### src/rtl/core/xoro_pkg.sv
// ----------------------------------------------------------------------------
// xoro_pkg
// Shared types and constants for the xoroshiro128+ generator unit.
// ----------------------------------------------------------------------------
`default_nettype none

package xoro_pkg;

	localparam int unsigned WORD_W = 64;
	localparam int unsigned HALF_W = WORD_W / 2;

	localparam logic [WORD_W-1:0] GOLDEN_GAMMA = 64'h9e37_79b9_7f4a_7c15;
	localparam logic [WORD_W-1:0] MIX_MUL_ONE  = 64'hbf58_476d_1ce4_e5b9;
	localparam logic [WORD_W-1:0] MIX_MUL_TWO  = 64'h94d0_49bb_1331_11eb;
	localparam logic [WORD_W-1:0] NONZERO_FILL = 64'h8a5c_d789_635d_2dff;

	localparam int unsigned ROT_A     = 55;
	localparam int unsigned SHIFT_B   = 14;
	localparam int unsigned ROT_C     = 36;
	localparam int unsigned MIX_SH_1  = 30;
	localparam int unsigned MIX_SH_2  = 27;
	localparam int unsigned MIX_SH_3  = 31;

	localparam logic FUNC_DRAW = 1'b0;
	localparam logic FUNC_SEED = 1'b1;

	typedef enum logic [1:0] {
		MUL_LL,
		MUL_LH,
		MUL_HL
	} mul_step_t;

	typedef enum logic [3:0] {
		ST_IDLE,
		ST_INC,
		ST_M1_LL,
		ST_M1_LH,
		ST_M1_HL,
		ST_MIX,
		ST_M2_LL,
		ST_M2_LH,
		ST_M2_HL,
		ST_APPLY,
		ST_FIX
	} xoro_state_t;

	typedef struct packed {
		logic      draw;
		logic      load_seed;
		logic      inc;
		logic      mul_en;
		mul_step_t mul_step;
		logic      mul_k2;
		logic      mix;
		logic      apply;
		logic      apply_b;
		logic      fix;
	} xoro_cmd_t;

	typedef struct packed {
		logic out_full;
	} xoro_status_t;

endpackage

`default_nettype wire

### src/rtl/core/xoro_ctrl.sv
// ----------------------------------------------------------------------------
// xoro_ctrl
// Handshake control and seed sequencer for the xoroshiro128+ generator.
// ----------------------------------------------------------------------------
`default_nettype none

module xoro_ctrl import xoro_pkg::*; (
	input  wire logic         clk,
	input  wire logic         arst_n,
	input  wire logic         in_valid,
	output logic              in_stall,
	input  wire logic         func,
	input  wire logic         out_stall,
	input  wire xoro_status_t status,
	output xoro_cmd_t         cmd
);

	xoro_state_t state_q, state_d;
	logic        round_q, round_d;
	logic        accept;

	assign in_stall = (state_q != ST_IDLE) || (status.out_full && out_stall);
	assign accept   = in_valid && !in_stall;

	always_ff @(posedge clk or negedge arst_n) begin
		if (!arst_n) begin
			state_q <= ST_IDLE;
			round_q <= 1'b0;
		end else begin
			state_q <= state_d;
			round_q <= round_d;
		end
	end

	// Next state.
	always_comb begin
		state_d = state_q;
		round_d = round_q;
		unique case (state_q)
			ST_IDLE: begin
				if (accept && func == FUNC_SEED) begin
					state_d = ST_INC;
					round_d = 1'b0;
				end
			end
			ST_INC:   state_d = ST_M1_LL;
			ST_M1_LL: state_d = ST_M1_LH;
			ST_M1_LH: state_d = ST_M1_HL;
			ST_M1_HL: state_d = ST_MIX;
			ST_MIX:   state_d = ST_M2_LL;
			ST_M2_LL: state_d = ST_M2_LH;
			ST_M2_LH: state_d = ST_M2_HL;
			ST_M2_HL: state_d = ST_APPLY;
			ST_APPLY: begin
				if (!round_q) begin
					state_d = ST_INC;
					round_d = 1'b1;
				end else begin
					state_d = ST_FIX;
				end
			end
			ST_FIX:   state_d = ST_IDLE;
			default:  state_d = ST_IDLE;
		endcase
	end

	// Datapath commands.
	always_comb begin
		cmd = '0;
		unique case (state_q)
			ST_IDLE: begin
				cmd.draw      = accept && (func == FUNC_DRAW);
				cmd.load_seed = accept && (func == FUNC_SEED);
			end
			ST_INC: cmd.inc = 1'b1;
			ST_M1_LL: begin
				cmd.mul_en   = 1'b1;
				cmd.mul_step = MUL_LL;
			end
			ST_M1_LH: begin
				cmd.mul_en   = 1'b1;
				cmd.mul_step = MUL_LH;
			end
			ST_M1_HL: begin
				cmd.mul_en   = 1'b1;
				cmd.mul_step = MUL_HL;
			end
			ST_MIX: cmd.mix = 1'b1;
			ST_M2_LL: begin
				cmd.mul_en   = 1'b1;
				cmd.mul_k2   = 1'b1;
				cmd.mul_step = MUL_LL;
			end
			ST_M2_LH: begin
				cmd.mul_en   = 1'b1;
				cmd.mul_k2   = 1'b1;
				cmd.mul_step = MUL_LH;
			end
			ST_M2_HL: begin
				cmd.mul_en   = 1'b1;
				cmd.mul_k2   = 1'b1;
				cmd.mul_step = MUL_HL;
			end
			ST_APPLY: begin
				cmd.apply   = 1'b1;
				cmd.apply_b = round_q;
			end
			ST_FIX: cmd.fix = 1'b1;
			default: cmd = '0;
		endcase
	end

endmodule

`default_nettype wire

### src/rtl/core/xoro_datapath.sv
// ----------------------------------------------------------------------------
// xoro_datapath
// State halves, splitmix64 mixer with a shared 32x32 multiplier, and the
// output register of the xoroshiro128+ generator.
// ----------------------------------------------------------------------------
`default_nettype none

module xoro_datapath import xoro_pkg::*; (
	input  wire logic              clk,
	input  wire logic              arst_n,
	input  wire xoro_cmd_t         cmd,
	output xoro_status_t           status,
	input  wire logic [WORD_W-1:0] seed_low_word,
	input  wire logic [WORD_W-1:0] seed_high_word,
	output logic                   out_valid,
	input  wire logic              out_stall,
	output logic [WORD_W-1:0]      random_word
);

	logic [WORD_W-1:0]   half_a_q, half_b_q;
	logic [WORD_W-1:0]   ctr_q, mop_q, acc_q;
	logic [WORD_W-1:0]   word_q;
	logic                valid_q;

	logic [WORD_W-1:0]   mixed, next_a, next_b;
	logic [WORD_W-1:0]   ctr_inc, finish;
	logic [WORD_W-1:0]   mul_k;
	logic [HALF_W-1:0]   op_x, op_y;
	logic [WORD_W-1:0]   prod;

	// xoroshiro128+ advance.
	assign mixed  = half_b_q ^ half_a_q;
	assign next_a = ((half_a_q << ROT_A) | (half_a_q >> (WORD_W - ROT_A)))
	              ^ mixed ^ (mixed << SHIFT_B);
	assign next_b = (mixed << ROT_C) | (mixed >> (WORD_W - ROT_C));

	assign ctr_inc = ctr_q + GOLDEN_GAMMA;
	assign finish  = acc_q ^ (acc_q >> MIX_SH_3);

	// Low 64 bits of the product, built from three 32x32 partial products.
	assign mul_k = cmd.mul_k2 ? MIX_MUL_TWO : MIX_MUL_ONE;
	assign op_x  = (cmd.mul_step == MUL_HL) ? mop_q[WORD_W-1:HALF_W] : mop_q[HALF_W-1:0];
	assign op_y  = (cmd.mul_step == MUL_LH) ? mul_k[WORD_W-1:HALF_W] : mul_k[HALF_W-1:0];
	assign prod  = WORD_W'(op_x) * WORD_W'(op_y);

	always_ff @(posedge clk or negedge arst_n) begin
		if (!arst_n) begin
			half_a_q <= '0;
			half_b_q <= '0;
			valid_q  <= 1'b0;
		end else begin
			if (cmd.draw) begin
				half_a_q <= next_a;
				half_b_q <= next_b;
			end else if (cmd.apply) begin
				if (cmd.apply_b) begin
					half_b_q <= half_b_q ^ finish;
				end else begin
					half_a_q <= half_a_q ^ finish;
				end
			end else if (cmd.fix) begin
				if ((half_a_q | half_b_q) == '0) begin
					half_a_q <= NONZERO_FILL;
				end
			end

			if (cmd.draw) begin
				valid_q <= 1'b1;
			end else if (!out_stall) begin
				valid_q <= 1'b0;
			end
		end
	end

	always_ff @(posedge clk) begin
		if (cmd.draw) begin
			word_q <= half_a_q + half_b_q;
		end
		if (cmd.load_seed) begin
			ctr_q <= seed_low_word ^ (seed_high_word + GOLDEN_GAMMA);
		end else if (cmd.inc) begin
			ctr_q <= ctr_inc;
		end
		if (cmd.inc) begin
			mop_q <= ctr_inc ^ (ctr_inc >> MIX_SH_1);
		end else if (cmd.mix) begin
			mop_q <= acc_q ^ (acc_q >> MIX_SH_2);
		end
		if (cmd.mul_en) begin
			case (cmd.mul_step)
				MUL_LL:  acc_q <= prod;
				default: acc_q <= acc_q + {prod[HALF_W-1:0], {HALF_W{1'b0}}};
			endcase
		end
	end

	assign status.out_full = valid_q;
	assign out_valid       = valid_q;
	assign random_word     = word_q;

endmodule

`default_nettype wire

### src/rtl/core/xoroshiro128plus_generator_unit.sv
// ----------------------------------------------------------------------------
// xoroshiro128plus_generator_unit
// A draw transaction shows its result in the output register in the cycle
// after acceptance. Draws are taken one per cycle unless a waiting result is
// stalled; a seed transaction occupies the unit for one load, two splitmix64
// rounds on a shared 32x32 multiplier and one zero-state check.
// Reset: arst_n clears both state halves and the control state at once.
// ----------------------------------------------------------------------------
`default_nettype none

// The unit keeps a 128-bit xoroshiro128+ state. A draw transaction (func 0)
// returns the sum of the two state halves and advances the state with
// rotations 55 and 36 and shift 14; that work is a few adds, XORs and rotates,
// so unstalled draws stream at one per cycle. A seed transaction (func 1)
// folds its two words into a counter and XORs two splitmix64 outputs of that
// counter into the state halves. Each splitmix64 round needs two 64-bit
// multiplies, which run as three partial products each on one shared
// 32x32 multiplier under control of the sequencer. A seed transaction gives
// no result. If seeding leaves the state all zero, half a is loaded with a
// fixed non-zero constant.
//
// The result sits in an output register, so a new draw is accepted while an
// earlier result is still waiting as long as that result is taken in the
// same cycle.
module xoroshiro128plus_generator_unit import xoro_pkg::*; (
	input  wire logic              clk,
	input  wire logic              arst_n,
	input  wire logic              in_valid,
	output logic                   in_stall,
	input  wire logic              func,
	input  wire logic [WORD_W-1:0] seed_low_word,
	input  wire logic [WORD_W-1:0] seed_high_word,
	output logic                   out_valid,
	input  wire logic              out_stall,
	output logic [WORD_W-1:0]      random_word
);

	xoro_cmd_t    cmd;
	xoro_status_t status;

	// The controller owns the handshake and the seed sequence.
	xoro_ctrl u_ctrl (
		.clk       (clk),
		.arst_n    (arst_n),
		.in_valid  (in_valid),
		.in_stall  (in_stall),
		.func      (func),
		.out_stall (out_stall),
		.status    (status),
		.cmd       (cmd)
	);

	// The datapath holds the state, the mixer and the output register.
	xoro_datapath u_datapath (
		.clk            (clk),
		.arst_n         (arst_n),
		.cmd            (cmd),
		.status         (status),
		.seed_low_word  (seed_low_word),
		.seed_high_word (seed_high_word),
		.out_valid      (out_valid),
		.out_stall      (out_stall),
		.random_word    (random_word)
	);

endmodule

`default_nettype wire
### config.mk
export PLATFORM = sky130hd
export DESIGN_NAME = xoroshiro128plus_generator_unit
export DESIGN_NICKNAME = d
export VERILOG_FILES = /design/src/rtl/core/xoro_pkg.sv /design/src/rtl/core/xoro_ctrl.sv /design/src/rtl/core/xoro_datapath.sv /design/src/rtl/core/xoroshiro128plus_generator_unit.sv
export SDC_FILE = /design/constraint.sdc
export NUM_CORES = 2
export LEC_CHECK = 0
export BUFFER_PORTS_ARGS = -buffer_cell sky130_fd_sc_hd__buf_2
export CORE_ASPECT_RATIO = 0.6
export CORE_MARGIN = 5
export CORE_UTILIZATION = 59
export DETAILED_ROUTE_END_ITERATION = 10
export GPL_TIMING_DRIVEN = 1
export PLACE_DENSITY = 0.79
export SLEW_MARGIN = 5
export SYNTH_ARGS = -nofsm -noshare
export SYNTH_HDL_FRONTEND = slang
export SYNTH_SLANG_ARGS = --single-unit
### constraint.sdc
create_clock -name clk -period 10.55 [get_ports clk]
set_clock_uncertainty 0.05 [all_clocks]
set_input_delay 1.055 -clock clk [delete_from_list [all_inputs] [get_ports clk]]
set_output_delay 1.055 -clock clk [all_outputs]
set_load 0.05 [all_outputs]
==> impl_metrics.sql <==
INSERT INTO impl_metrics (metric_group, metric, value, unit) VALUES
('sta', 'period_share', '0.976', ''),
('synthesis', 'netlist_area', '57100', 'um^2'),
('sta', 'worst_pin_slew', '1.26', 'ns'),
('clock_network', 'cts.root.buffer_cell', 'clkbuf_16', ''),
('critical_path', 'worst_path_slowest_cell', 'nor3_1', ''),
('synthesis', 'sequential_to_total_area_share_from_yosys_stat', '0.193', ''),
('global_route', 'grt_antenna_before_repair', '5', ''),
('clock_network', 'post_cts.repair.setup_buffers', '0', ''),
('synthesis', 'yosys.cell_count.top_type', 'inv_1', ''),
('floorplanning', 'num_rows', '88', ''),
('finish', 'final_net_count', '7714', ''),
('floorplanning', 'die-area', '103000', 'um^2'),
('route', 'routed_wirelength', '218000', 'um'),
('route', 'wl_met3', '44400', 'um'),
('global_route', 'grt_use_total', '0.417', ''),
('floorplanning', 'ios', '199', ''),
('route', 'drt-initial-drc-count', '7894', ''),
('critical_path', 'regToRegSetupSlack', '0.26', 'ns'),
('finish', 'final_layout_size_suffix_gt1_frac', '0.0772', ''),
('route', 'wl_met2', '77600', 'um'),
('clock_network', 'h-tree-depth', '2', ''),
('finish', 'areaGrowthSynthToFinish', '7.62', '%'),
('critical_path', 'timing.critical_path.fanout_max', '95', ''),
('clock_network', 'cts_tree', 'yes', ''),
('floorplanning', 'core-area', '96000', 'um^2'),
('route', 'route.detailed.vias_per_inst', '6.25', ''),
('placed_design', 'hpwlAfterDp', '182000', 'um'),
('synthesis', 'synthXorXnorAreaFrac', '0.0936', ''),
('critical_path', 'critPathCaptureType', 'flop', ''),
('route', 'wl_met1', '91800', 'um'),
('synthesis', 'fraction_of_synthesized_area_in_multiplexers', '0.00839', ''),
('finish', 'final_core_util', '0.640', ''),
('placed_design', 'numPortBuffers', '198', ''),
('synthesis', 'synth_compound_area_frac', '0.113', ''),
('min_path', 'min-delay-path-class', 'input port to asynchronous set/reset pin', ''),
('synthesis', 'register_bit_total_from_synthesis', '390', ''),
('route', 'routed_wire_length_per_instance', '28.7', 'um'),
('critical_path', 'rr_startpoint', 'u_ctrl.state_q[3]', ''),
('sta', 'report.final.setup_viol', '0', ''),
('critical_path', 'critPathMostFrequentCell', 'fa_1', ''),
('clock_network', 'postCtsResizedCells', '0', ''),
('route', 'drt.antenna.violating_nets', '0', ''),
('critical_path', 'timing.critical_path.from', 'u_ctrl.state_q[3]', ''),
('clock_network', 'clock_latency', '0.59', 'ns'),
('synthesis', 'synth_top_area_cell', 'fa_1', ''),
('sta', 'maxClockFrequency', '97.1', 'MHz'),
('synthesis', 'synth.top_cell.area_share', '0.289', ''),
('critical_path', 'worst_setup_path_start_kind', 'flop', ''),
('synthesis', 'syn_inst', '6126', ''),
('clock_network', 'cts.clk_slew.worst_paths', '0.07', 'ns'),
('critical_path', 'slowest_delay', '0.88', 'ns'),
('synthesis', 'synthesized_area_per_cell', '9.32', 'um^2'),
('placed_design', 'dpl_cell_area', '60100', 'um^2'),
('critical_path', 'crit_arrival', '10.56', 'ns'),
('global_route', 'grt.overflow.total', '0', ''),
('sta', 'total_negative_setup_slack', '0', 'ns'),
('sta', 'maxSlewViolCount', '0', ''),
('synthesis', 'synth_async_sr_flop_share', '0.344', ''),
('synthesis', 'simple_gate_fraction_of_synth_area', '0.107', ''),
('floorplanning', 'die_height', '251', 'um'),
('outcome', 'run_status', 'completed', ''),
('floorplanning', 'initial_core_util', '0.595', ''),
('sta', 'final.min_clock_period', '10.29', 'ns'),
('synthesis', 'yosys_warnings', '0', ''),
('clock_network', 'holdBufCountCts', '0', ''),
('route', 'firstDrtPassIters', '9', ''),
('global_route', 'via_count_of_the_first_global_routing_pass', '45500', ''),
('route', 'highest-signal-layer', 'met5', ''),
('placed_design', 'routabilityCongestion', '1.09', ''),
('sta', 'hold_viol', '0', ''),
('synthesis', 'yosys-top-cells-area', 'fa_1 29%, edfxtp_1 13%, ha_1 11%', '');
path summary, 6_finish.rpt:
path                                      endpoint  depth (start not counted)
max                           u_datapath.acc_q[62]                         30
min                           u_datapath.out_valid                          1
max reg2reg                   u_datapath.acc_q[62]                         30
min reg2reg                u_datapath.half_a_q[17]                          2
max in group asynchronous  u_datapath.half_a_q[17]                          2
min in group clk           u_datapath.half_a_q[17]                          2
state kept, by name (all words and copies together) (netlist names):
signal,cells
u_ctrl.round_q,1
u_datapath.half_b_q,64
u_datapath.half_a_q,64
u_datapath.acc_q,64
u_datapath.random_word,64
u_datapath.mop_q,64
u_datapath.out_valid,1
u_ctrl.state_q,4
u_datapath.ctr_q,64
cells in the final DEF (no fill, tap or decap), drive strengths merged, types with 28 or more instances in the layout:
cell type / Yosys / final
and3: 50 / 50
or3: 28 / 28
inv: 1067 / 1070
and2: 47 / 47
ha: 493 / 493
edfxtp: 256 / 256
o21a: 28 / 28
o22ai: 37 / 37
o21bai: 36 / 36
a31oi: 56 / 56
xor2: 200 / 200
clkbuf: 220 / 45
nor2: 406 / 406
nand3: 65 / 65
xnor2: 410 / 410
fa: 824 / 824
nor3: 88 / 88
nand2: 512 / 512
dfrtp: 134 / 134
nand4: 41 / 41
buf: 27 / 346
nand2b: 40 / 40
mux2i: 31 / 31
a21o: 98 / 98
a21oi: 341 / 341
o21ai: 334 / 334
metrics by stage:
stage	std cells	worst slack, ns
6_report	7602	0.256
5_1_grt	7597	0.0122
4_1_cts	7597	0.195
3_5_place_dp	7530	0.281
3_3_place_gp	7530	0.340
2_1_floorplan	6126	0.187
critical path, delay by kind of cell, from the launching register on:
kind                     cells  cell delay (ns)
buffers and inverters        5             0.67
XOR/XNOR                     2             0.59
AO/OA/AOI/OAI                5             1.05
adder cells (fa/ha/maj)     10             4.63
flip-flops                   1             0.39
AND/OR/NAND/NOR              8             2.39
metal layers:
metal	vias to the layer above	global-route usage
met1	23400	0.630
li1	20000	-
met4	4	0.0624
met3	340	0.266
met5	-	0
met2	3684	0.500
cell type report:
| cell class | instances | area (um^2) |
|---|---|---|
| repair buffers | 346 | 2190 |
| diodes | 5 | 12.5 |
| flip-flops and latches | 390 | 11000 |
| fillers | 8199 | 34600 |
| multi-input cells | 4410 | 41200 |
| clock inverters | 22 | 255 |
| well taps | 1305 | 1630 |
| clock buffers | 45 | 1030 |
| inverters | 1079 | 4060 |
cells by family (layout without fill, tap and decap cells):
family,Yosys count,in the layout
other,1,6
AOI/OAI and AO/OA,1077,1077
buffers and inverters,1326,1492
xor gates and xnor gates,610,610
adders and majority gates,1317,1317
and+or+nand+nor,1359,1359
DFF,390,390
muxes,46,46
Power is not shown: default switching activity piles up to over one toggle a cycle in this logic, so the estimate is an artifact.
